**config.mk**
```make
export PLATFORM = sky130hd
export DESIGN_NAME = rpn_logic_stack_evaluator_core
export DESIGN_NICKNAME = d
export VERILOG_FILES = /design/src/rtl/core/rlse_pkg.sv /design/src/rtl/core/rpn_logic_stack_evaluator_core.sv /design/src/rtl/core/rlse_ram.sv
export SDC_FILE = /design/constraint.sdc
export NUM_CORES = 1
export LEC_CHECK = 0
export ABC_AREA = 1
export BUFFER_PORTS_ARGS = -buffer_cell sky130_fd_sc_hd__buf_2
export CORE_MARGIN = 3
export CORE_UTILIZATION = 45
export CTS_CLUSTER_SIZE = 25
export DETAILED_ROUTE_END_ITERATION = 10
export GPL_TIMING_DRIVEN = 1
export MAX_ROUTING_LAYER = met4
export RECOVER_POWER = 50
export SYNTH_ARGS = -nofsm -noshare
export SYNTH_HDL_FRONTEND = slang
export SYNTH_SLANG_ARGS = --single-unit
```
**constraint.sdc**
```tcl
create_clock -name clk -period 16.73 [get_ports clk]
set_input_delay 2.5095 -clock clk [delete_from_list [all_inputs] [get_ports clk]]
set_output_delay 2.5095 -clock clk [all_outputs]
set_load 0.02 [all_outputs]
```
**src/rtl/core/rlse_pkg.sv**
```systemverilog
`default_nettype none
// ----------------------------------------------------------------------------
// rlse_pkg
// Shared sizes, token, operator and status codes, and the operator function
// of the postfix logic stack evaluator.
// ----------------------------------------------------------------------------
package rlse_pkg;

	localparam int STACK_DEPTH = 16;
	localparam int SP_W        = $clog2(STACK_DEPTH + 1);
	localparam int ADDR_W      = (STACK_DEPTH > 1) ? $clog2(STACK_DEPTH) : 1;
	localparam int DATA_W      = 32;

	typedef logic [1:0] kind_t;
	typedef logic [2:0] func_t;
	typedef logic [1:0] status_t;

	localparam kind_t KIND_NUMBER   = 2'd0;
	localparam kind_t KIND_OPERATOR = 2'd1;
	localparam kind_t KIND_END      = 2'd2;

	localparam func_t FUNC_AND = 3'd0;
	localparam func_t FUNC_OR  = 3'd1;
	localparam func_t FUNC_EQ  = 3'd2;
	localparam func_t FUNC_NE  = 3'd3;
	localparam func_t FUNC_GT  = 3'd4;
	localparam func_t FUNC_LT  = 3'd5;
	localparam func_t FUNC_GE  = 3'd6;
	localparam func_t FUNC_LE  = 3'd7;

	localparam status_t ST_OK       = 2'd0;
	localparam status_t ST_FEW      = 2'd1;
	localparam status_t ST_COUNT    = 2'd2;
	localparam status_t ST_OVERFLOW = 2'd3;

	// Result of lhs OP rhs; the comparisons are signed.
	function automatic logic apply_func(input logic [DATA_W-1:0] lhs,
		input logic [DATA_W-1:0] rhs, input func_t f);
		logic res;
		unique case (f)
			FUNC_AND: res = (lhs != '0) && (rhs != '0);
			FUNC_OR:  res = (lhs != '0) || (rhs != '0);
			FUNC_EQ:  res = (lhs == rhs);
			FUNC_NE:  res = (lhs != rhs);
			FUNC_GT:  res = ($signed(lhs) >  $signed(rhs));
			FUNC_LT:  res = ($signed(lhs) <  $signed(rhs));
			FUNC_GE:  res = ($signed(lhs) >= $signed(rhs));
			FUNC_LE:  res = ($signed(lhs) <= $signed(rhs));
			default:  res = 1'b0;
		endcase
		return res;
	endfunction

endpackage
`default_nettype wire

```
**src/rtl/core/rpn_logic_stack_evaluator_core.sv**
```systemverilog
`default_nettype none
// ----------------------------------------------------------------------------
// rpn_logic_stack_evaluator_core
// Postfix logic evaluator: pushes numbers, applies logic and signed compare
// operators on a RAM-held operand stack, and reports truth and status at end.
// ----------------------------------------------------------------------------
// Throughput: one token per cycle; in_ready drops only while an end token
// waits behind a result that has not yet been taken.
// Path: an end token's result passes the stage-2 register and then the
// output register. Stack read at acceptance, write-back in the next cycle.
// Reset: arst_n clears the stack pointer, error latch and valid flags at
// once; the stack memory is not cleared, only entries below the pointer
// are ever used.
module rpn_logic_stack_evaluator_core import rlse_pkg::*; (
	input  wire logic                     clk,
	input  wire logic                     arst_n,
	input  wire logic                     in_valid,
	output logic                          in_ready,
	input  wire logic [1:0]               token_kind,
	input  wire logic signed [DATA_W-1:0] number,
	input  wire logic [2:0]               func,
	output logic                          out_valid,
	input  wire logic                     out_ready,
	output logic                          truth,
	output logic [1:0]                    status
);

	localparam logic [SP_W-1:0] SP_FULL = SP_W'(STACK_DEPTH);

	logic            accept;
	logic [SP_W-1:0] sp_q, sp_d, sp_m1, sp_m2;
	status_t         err_q, err_d;

	logic            push_s1, op_s1, fin_s1;
	status_t         status_s1;
	logic [ADDR_W-1:0] raddr_r, raddr_l, waddr_s1;

	logic            s2_valid_q;
	logic            push_s2, op_s2, fin_s2;
	func_t           func_s2;
	logic [DATA_W-1:0] num_s2;
	logic [ADDR_W-1:0] waddr_s2;
	status_t         status_s2;
	logic            byp_r_s2, byp_l_s2;
	logic [DATA_W-1:0] byp_data_s2;

	logic [DATA_W-1:0] rdata_r, rdata_l, rhs, lhs, wdata;
	logic            wr_en, s2_done, out_load, truth_d;
	logic            out_valid_q, truth_q;
	status_t         status_q;

	assign accept = in_valid && in_ready;
	assign sp_m1  = sp_q - SP_W'(1);
	assign sp_m2  = sp_q - SP_W'(2);
	assign raddr_r = sp_m1[ADDR_W-1:0];
	assign raddr_l = sp_m2[ADDR_W-1:0];
	assign waddr_s1 = push_s1 ? sp_q[ADDR_W-1:0] : sp_m2[ADDR_W-1:0];

	// Pointer and error bookkeeping depends only on token kinds, so it is
	// settled at acceptance; data work follows one stage later.
	always_comb begin
		sp_d      = sp_q;
		err_d     = err_q;
		push_s1   = 1'b0;
		op_s1     = 1'b0;
		fin_s1    = 1'b0;
		status_s1 = ST_OK;
		unique case (token_kind)
			KIND_NUMBER: begin
				if (err_q == ST_OK) begin
					if (sp_q >= SP_FULL) begin
						err_d = ST_OVERFLOW;
					end else begin
						push_s1 = 1'b1;
						sp_d    = sp_q + SP_W'(1);
					end
				end
			end
			KIND_OPERATOR: begin
				if (err_q == ST_OK) begin
					if (sp_q < SP_W'(2)) begin
						err_d = ST_FEW;
					end else begin
						op_s1 = 1'b1;
						sp_d  = sp_m1;
					end
				end
			end
			KIND_END: begin
				fin_s1 = 1'b1;
				sp_d   = '0;
				err_d  = ST_OK;
				if (err_q != ST_OK) begin
					status_s1 = err_q;
				end else if (sp_q != SP_W'(1)) begin
					status_s1 = ST_COUNT;
				end
			end
			default: ;
		endcase
	end

	always_ff @(posedge clk or negedge arst_n) begin
		if (!arst_n) begin
			sp_q  <= '0;
			err_q <= ST_OK;
		end else if (accept) begin
			sp_q  <= sp_d;
			err_q <= err_d;
		end
	end

	// Two mirrored copies give the two read ports that an operator needs.
	rlse_ram #(.WIDTH(DATA_W), .DEPTH(STACK_DEPTH)) u_ram_r (
		.clk   (clk),
		.we    (wr_en),
		.waddr (waddr_s2),
		.wdata (wdata),
		.re    (accept),
		.raddr (raddr_r),
		.rdata (rdata_r)
	);

	rlse_ram #(.WIDTH(DATA_W), .DEPTH(STACK_DEPTH)) u_ram_l (
		.clk   (clk),
		.we    (wr_en),
		.waddr (waddr_s2),
		.wdata (wdata),
		.re    (accept),
		.raddr (raddr_l),
		.rdata (rdata_l)
	);

	// Stage 2: operands arrive from the RAM, or from the bypass when the
	// previous word wrote the same entry in the cycle of the read.
	assign rhs     = byp_r_s2 ? byp_data_s2 : rdata_r;
	assign lhs     = byp_l_s2 ? byp_data_s2 : rdata_l;
	assign wdata   = push_s2 ? num_s2 : DATA_W'(apply_func(lhs, rhs, func_s2));
	assign wr_en   = s2_valid_q && (push_s2 || op_s2);
	assign truth_d = (status_s2 == ST_OK) && (rhs != '0);

	assign s2_done  = s2_valid_q && (!fin_s2 || !out_valid_q || out_ready);
	assign in_ready = !s2_valid_q || s2_done;
	assign out_load = s2_valid_q && fin_s2 && s2_done;

	always_ff @(posedge clk or negedge arst_n) begin
		if (!arst_n) begin
			s2_valid_q <= 1'b0;
		end else if (accept) begin
			s2_valid_q <= 1'b1;
		end else if (s2_done) begin
			s2_valid_q <= 1'b0;
		end
	end

	always_ff @(posedge clk) begin
		if (accept) begin
			push_s2     <= push_s1;
			op_s2       <= op_s1;
			fin_s2      <= fin_s1;
			func_s2     <= func;
			num_s2      <= number;
			waddr_s2    <= waddr_s1;
			status_s2   <= status_s1;
			byp_r_s2    <= wr_en && (waddr_s2 == raddr_r);
			byp_l_s2    <= wr_en && (waddr_s2 == raddr_l);
			byp_data_s2 <= wdata;
		end
	end

	always_ff @(posedge clk or negedge arst_n) begin
		if (!arst_n) begin
			out_valid_q <= 1'b0;
		end else if (out_load) begin
			out_valid_q <= 1'b1;
		end else if (out_ready) begin
			out_valid_q <= 1'b0;
		end
	end

	always_ff @(posedge clk) begin
		if (out_load) begin
			truth_q  <= truth_d;
			status_q <= status_s2;
		end
	end

	assign out_valid = out_valid_q;
	assign truth     = truth_q;
	assign status    = status_q;

endmodule
`default_nettype wire

```
**src/rtl/core/rlse_ram.sv**
```systemverilog
`default_nettype none
// ----------------------------------------------------------------------------
// rlse_ram
// Generic single-write, single-read RAM with a registered read port.
// ----------------------------------------------------------------------------
module rlse_ram #(
	parameter int WIDTH = 32,
	parameter int DEPTH = 16
) (
	input  wire logic                                   clk,
	input  wire logic                                   we,
	input  wire logic [((DEPTH > 1) ? $clog2(DEPTH) : 1)-1:0] waddr,
	input  wire logic [WIDTH-1:0]                       wdata,
	input  wire logic                                   re,
	input  wire logic [((DEPTH > 1) ? $clog2(DEPTH) : 1)-1:0] raddr,
	output logic      [WIDTH-1:0]                       rdata
);

	logic [WIDTH-1:0] mem [DEPTH];

	always_ff @(posedge clk) begin
		if (we) begin
			mem[waddr] <= wdata;
		end
		if (re) begin
			rdata <= mem[raddr];
		end
	end

endmodule
`default_nettype wire

```
# Word-level counts from Yosys, hierarchy flattened
# Memories as Yosys holds them, arrays and structs flattened. A register that Yosys moved wholly into a read port is not among the register bits.
# Index checks and enable logic that the tools add are counted.
[classes] n_addsub=3 n_mul=0 div=0 order_cmp=6 n_eq_ne=20 shift=0 n_mux=28 bitwise=0 n_reduce_logical=30
[op_table] cell="two-way mux 32 bit" count=3
[op_table] cell="nonzero test 32 bit" count=2
[op_table] cell="== test 32 bit" count=1
[op_table] cell=">= comparator 32 bit" count=1
[op_table] cell="> comparator 32 bit" count=1
[op_table] cell="less-or-equal comparator 32 bit" count=1
[op_table] cell="< comparator 32 bit" count=1
[op_table] cell="inequality test 32 bit" count=1
[op_table] cell="two-way mux 5 bit" count=4
[op_table] cell="case mux 5 bit (3 select lines)" count=1
[op_table] cell="== test 3 bit, second input constant" count=4
[op_table] cell="two-way mux 2 bit" count=6
[op_table] cell="inequality test 2 bit, second input constant" count=6
[op_table] cell="AND reduction 6 bit" count=2
[op_table] cell="two-way mux 1 bit" count=11
[op_table] cell="logical AND 1 bit" count=9
[op_table] cell="== test 4 bit" count=2
[op_table] cell="case mux 1 bit (8 select lines)" count=1
[op_table] cell="== test 3 x 2 -> 1 bit, second input constant" count=2
[op_table] cell="logical NOT 2 bit" count=3
[op_table] cell="case mux 2 bit (3 select lines)" count=1
[op_table] cell="nonzero test 2 bit" count=3
[op_table] cell="adder 5 x 1 -> 5 bit, second input constant" count=1
[op_table] cell=">= comparator 5 bit, second input constant" count=1
[op_table] cell="13 further kinds" count=19
[word_totals] reg_bits=90 latch_bits=0 ram_bits=1024 rom_bits=0 output_inout_bits=5 wordCells=105 n_memories=2
[mem_list] name="u_ram_l.mem" depth=16 word_bits=32 read_ports=1 rd_ports_with_merged_regs=1 wr=1 line="rlse_ram.sv:19" rtl="logic [WIDTH-1:0] mem [DEPTH];"
[mem_list] name="u_ram_r.mem" depth=16 word_bits=32 read_ports=1 rd_ports_with_merged_regs=1 wr=1 line="rlse_ram.sv:19"

# Longest topological paths before layout
[logic_depth] word_depth=7 ltp_mapped=22 depth_no_buf=21

# Cells and area by module
# A second synthesis with hierarchy kept.
[unflattened] hier_cells=4882 hier_area_um2=51587.0
[modules_own_cells] module="rlse_ram at u_ram_l" n_inst=1 cells_per_inst=2121 area_per_inst_um2=23058.4
[modules_own_cells] module="rlse_ram at u_ram_r" n_inst=1 cells_per_inst=2120 area_per_inst_um2=23050.9
[modules_own_cells] module="rpn_logic_stack_evaluator_core" n_inst=1 cells_per_inst=641 area_per_inst_um2=5477.8

# Worst setup path after synthesis
# Ideal clock, no wire load.
[synth_timing] path_type="input port to flip-flop" from="in out_ready" to="reg byp_data_s2[0], enable pin" setup_ns=0.646 arrival_time_ns=8.580 setup_slack_ns=7.504 path_stages=4 n_path_buf=0 path_cell_list="nor2_1 -> inv_1 -> nor2_1 -> nor2_1"
[synth_via] elab_chain_cells=4
[synth_lines] element="start, declared" line="rpn_logic_stack_evaluator_core.sv:23" rtl="input wire logic out_ready,"
[synth_lines] element="logical OR 1 bit" line="rpn_logic_stack_evaluator_core.sv:142" rtl="assign s2_done = s2_valid_q && (!fin_s2 || !out_valid_q || out_ready);"
[synth_lines] element="logical AND 1 bit" line="rpn_logic_stack_evaluator_core.sv:142"
[synth_lines] element="logical OR 1 bit" line="rpn_logic_stack_evaluator_core.sv:143" rtl="assign in_ready = !s2_valid_q || s2_done;"
[synth_lines] element="logical AND 1 bit" line="rpn_logic_stack_evaluator_core.sv:52" rtl="assign accept = in_valid && in_ready;"
[synth_lines] element="named net accept" line="rpn_logic_stack_evaluator_core.sv:30" rtl="logic accept;"
[synth_lines] element="end signal, assigned" line="rpn_logic_stack_evaluator_core.sv:167" rtl="byp_data_s2 <= wdata;"
[synth_lines] element="end, declared" line="rpn_logic_stack_evaluator_core.sv:45" rtl="logic [DATA_W-1:0] byp_data_s2;"
# The timed path passes the listed nets, and every way through them passes these cells.
# A chain may end at the register's enable or synchronous reset.

# Final worst setup path
[layout_timing] from="reg byp_r_s2" to="mem u_ram_r.mem[0][0], data pin"
[layout_via] elab_chain_cells=5 word_cells_on_any_way=12
[layout_lines] element="start, declared" line="rpn_logic_stack_evaluator_core.sv:44" rtl="logic byp_r_s2, byp_l_s2;"
[layout_lines] element="start signal, assigned" line="rpn_logic_stack_evaluator_core.sv:165" rtl="byp_r_s2 <= wr_en && (waddr_s2 == raddr_r);"
[layout_lines] element="two-way mux 32 bit *" line="rpn_logic_stack_evaluator_core.sv:136" rtl="assign rhs = byp_r_s2 ? byp_data_s2 : rdata_r;"
[layout_lines] element="branches (longest 2 deep; another with less-or-equal comparator 32 bit)"
[layout_lines] element="case mux 1 bit (8 select lines) *" line="rlse_pkg.sv:40" rtl="unique case (f)"
[layout_lines] element="two-way mux 32 bit *" line="rpn_logic_stack_evaluator_core.sv:138" rtl="assign wdata = push_s2 ? num_s2 : DATA_W'(apply_func(lhs, rhs, func_s2));"
[layout_lines] element="named net u_ram_l.wdata[0]" line="rlse_ram.sv:13" rtl="input wire logic [WIDTH-1:0] wdata,"
[layout_lines] element="end, declared" line="rlse_ram.sv:19"
# Mark *: on every way through the listed nets, which the timed path passes.

==> impl_metrics.json <==
{
  "die_extent_in_x_um": 273,
  "layout.nets": 3158,
  "netlist_top_cells_count": "edfxtp_1, o21ai_0, inv_1",
  "power_leakage_nw": 12.9,
  "min_period_over_period_pct": 40.5,
  "clockBufferDepth": 3,
  "gp_routability_congestion": 0.820,
  "post-route-util_pct": 49.9,
  "placementRows": 97,
  "global_route.overflow_total": 0,
  "die_h_um": 273,
  "avgSynthCellArea_um2": 10.2,
  "synth_top_cells_by_area": "edfxtp_1, o21ai_0, a21oi_1",
  "cts_tree": "built",
  "initial_utilization_pct": 45.6,
  "cts_buffers": 73,
  "count_of_antenna_diodes_in_the_layout": 0,
  "critical-path-top-cell-by-count": "nand2_1",
  "dpl.hpwl_um": 47300,
  "ys_seq_elements": 666,
  "postRouteAntennaNets": 0,
  "clkTransAtPathRegs_ns": 0.06,
  "global_route.usage.total_pct": 25.4,
  "first_pass_grt_wire_length_um": 138000,
  "cts.sink_count": 666,
  "detailroute.via_count": 24300,
  "drive_above_1_share_pct": 6.59,
  "synth.yosys.warnings": 0,
  "ffs_w_async_s_r_synth_pct": 1.35,
  "worst-slew-pin-transition_ns": 3.50,
  "core_area_mm2": 0.0703,
  "max-cap-violations": 10,
  "min_period_ns": 6.78,
  "clk-insertion-delay-late_ns": 0.62,
  "timing_worst_setup_path_type": "reg2reg",
  "post_cts_resized": 0,
  "drt_drc_violations_left": 0,
  "antenna_found_initial": 0,
  "r2r_cells": 15,
  "floorplan.die_area_mm2": 0.0745,
  "hold_viol_final": 0,
  "synth-edff-count": 657,
  "setup_tns_ns": 0,
  "finalMaxSlewViolations": 263,
  "maximum_frequency_from_static_timing_analysis_ghz": 0.148,
  "worstHoldPathCells": 0,
  "timing.max_slew.rel_slack_pct": -134,
  "area.growth.synth_to_final_pct": 9.47,
  "post_syn_nets": 3223,
  "route.final.wire_length_um": 93000,
  "numPortBuffers": 45,
  "grt_max_degree": 159,
  "cellPowerDensity_mw_per_mm2": 192,
  "grt_pass1_vias": 22800,
  "setup.worst_path.start_class": "register",
  "yosysTopAreaCellShare_pct": 61.5,
  "rsz0062_at_grt": "no",
  "first_iter_violations": 2982,
  "cts_root_buf": "clkbuf_16",
  "ioPinCount": 46,
  "post-synth-top-count-cell": "edfxtp_1",
  "crit_path_max_incr_delay_ns": 2.45,
  "critical_path_peak_fanout": 64,
  "netlist_instances": 3139,
  "cts.hold.buffers_added": 0,
  "synth.largest_area_cell": "edfxtp_1",
  "critical_path.cell_chain": "clkbuf_1 > o21ai_1 > ha_1 > nand2_1 > nor2_1 > nand4_1 > nor3b_1 > nand2_1 > nand2_1 > nand2_1 > nand3_1 > nand2_1 > nand2_1 > nand2_1 > a21oi_1",
  "cts.repair_timing.setup_buffer_count": 0,
  "ys_types": 33,
  "hold_path.class": "reg2reg",
  "final-setup-viol-count": 0,
  "drtPass1Iterations": 6,
  "timing.critical_path.slowest_stage_cell": "clkbuf_1",
  "timing.clock.skew_ns": 0.0237,
  "violated_checks": "capacitance limit, slew limit",
  "wire_per_inst_um": 22.9,
  "syn-cell-area_mm2": 0.0321,
  "critPathArrivalTime_ns": 7.01,
  "max-vdd-ir-drop_mv": 0.205,
  "yosysSeqAreaShare_pct": 62.2,
  "timing.critical_path.required_ns": 16.96,
  "cts.htree.levels": 3,
  "critical_path_endpoint_category": "register",
  "postSynth.topFlopCell": "edfxtp_1",
  "status": "finished with violations",
  "avgViaCountPerCell": 5.97
}
-- flip-flops by register name (all words and copies together), names as in the netlist, 2 cells and up --
signal         cells
waddr_s2           4
sp_q               5
func_s2            3
status_s2          2
u_ram_r.rdata     32
status             2
err_q              2
u_ram_l.mem       32
u_ram_r.mem      480
byp_data_s2       32
u_ram_l.rdata     32
num_s2            32
-- final cells by class --
| type | instances | area [um^2] |
|---|---|---|
| Inverter | 348 | 1320 |
| Clock buffer | 91 | 1950 |
| Sequential cell | 666 | 20000 |
| Fill cell | 6112 | 35200 |
| Multi-Input combinational cell | 1897 | 9910 |
| Clock inverter | 37 | 253 |
| Timing Repair Buffer | 88 | 532 |
| Tap cell | 940 | 1180 |
-- metrics by stage --
| stage | power, mW | hold slack (ns) | cells | setup WS (ns) | instance area (um^2) |
|---|---|---|---|---|---|
| after floorplan | 4.25 | 0.428 | 3139 | 7.50 | 32100 |
| after CTS | 6.70 | 0.473 | 4067 | 10.87 | 35200 |
| after detailed placement | 5.20 | 0.445 | 3939 | 10.88 | 33000 |
| after global routing | 7.11 | 0.495 | 4067 | 9.38 | 35100 |
| final | 6.72 | 0.475 | 4067 | 9.95 | 35100 |
| after global placement | 5.12 | 0.446 | 3939 | 10.80 | 33000 |
-- placed cells by master (no fill, tap or decap), types with 2 or more instances in the layout --
master	instances
o21ai_1	25
clkinv_2	13
edfxtp_1	657
xnor2_1	2
nor2_1	277
nor3_1	5
o21a_1	5
clkinv_8	4
clkinvlp_4	2
inv_2	7
buf_2	41
ha_2	2
clkinv_1	15
clkbuf_1	22
inv_1	337
nor4_1	3
a21oi_1	256
inv_6	3
dfrtp_1	7
nand3_1	99
nor2_4	9
nand4_1	21
dfrtp_4	2
o211ai_1	120
o221ai_1	76
o22ai_1	44
buf_4	40
xor2_1	7
nand2_1	303
nor3b_1	2
clkbuf_16	75
ha_1	41
o21ai_0	594
-- where the power goes --
group	total, mW	leakage, nW	switching [mW]	internal [mW]
Clock	1.50	1.07	0.658	0.843
Combinational	2.97	5.61	2.14	0.838
Sequential	2.25	6.25	0.120	2.13
Total	6.72	12.9	2.91	3.81
-- kinds of logic (layout without fill, tap and decap cells) --
family	after synthesis	in the layout	share of synthesized area, %
AO/OA/AOI/OAI	1123	1123	19.6
adder cells (fa/ha/maj)	43	43	1.68
AND/OR/NAND/NOR	721	721	9.08
XOR/XNOR	10	10	0.297
buffers and inverters	576	564	7.12
flip-flops	666	666	62.2
-- worst paths after layout --
kind / from / to / slack (ns)
max: byp_r_s2 / u_ram_r.mem[0][0] / 9.95
min: status_s2[1] / status[1] / 0.47
max reg2reg: byp_r_s2 / u_ram_r.mem[0][0] / 9.95
min reg2reg: status_s2[1] / status[1] / 0.47
max in group asynchronous: arst_n / sp_q[0] / 14.42
min in group asynchronous: arst_n / sp_q[1] / 1.86
-- per-layer routing --
metal  share of wire [%]  up-vias  routed length, um  global-route usage (%)
met4                 3.7        0               3460                    9.57
met5                   0        -                  0                       -
met1                  41    11700              37800                    32.6
met3                 8.1      270               7510                    3.86
li1                    -    11100                  -                       -
met2                  48     1137              44300                    41.0
-- worst max-delay path: cells and delay by family (launching register included) --
kind                       cells  cell delay (ns)
adders and majority gates      1             0.55
and+or+nand+nor               11             1.38
AOI/OAI and AO/OA              2             1.64
buffers and inverters          1             2.45
DFF                            1             0.32
Note: power is estimated with default switching activity, not from simulation.
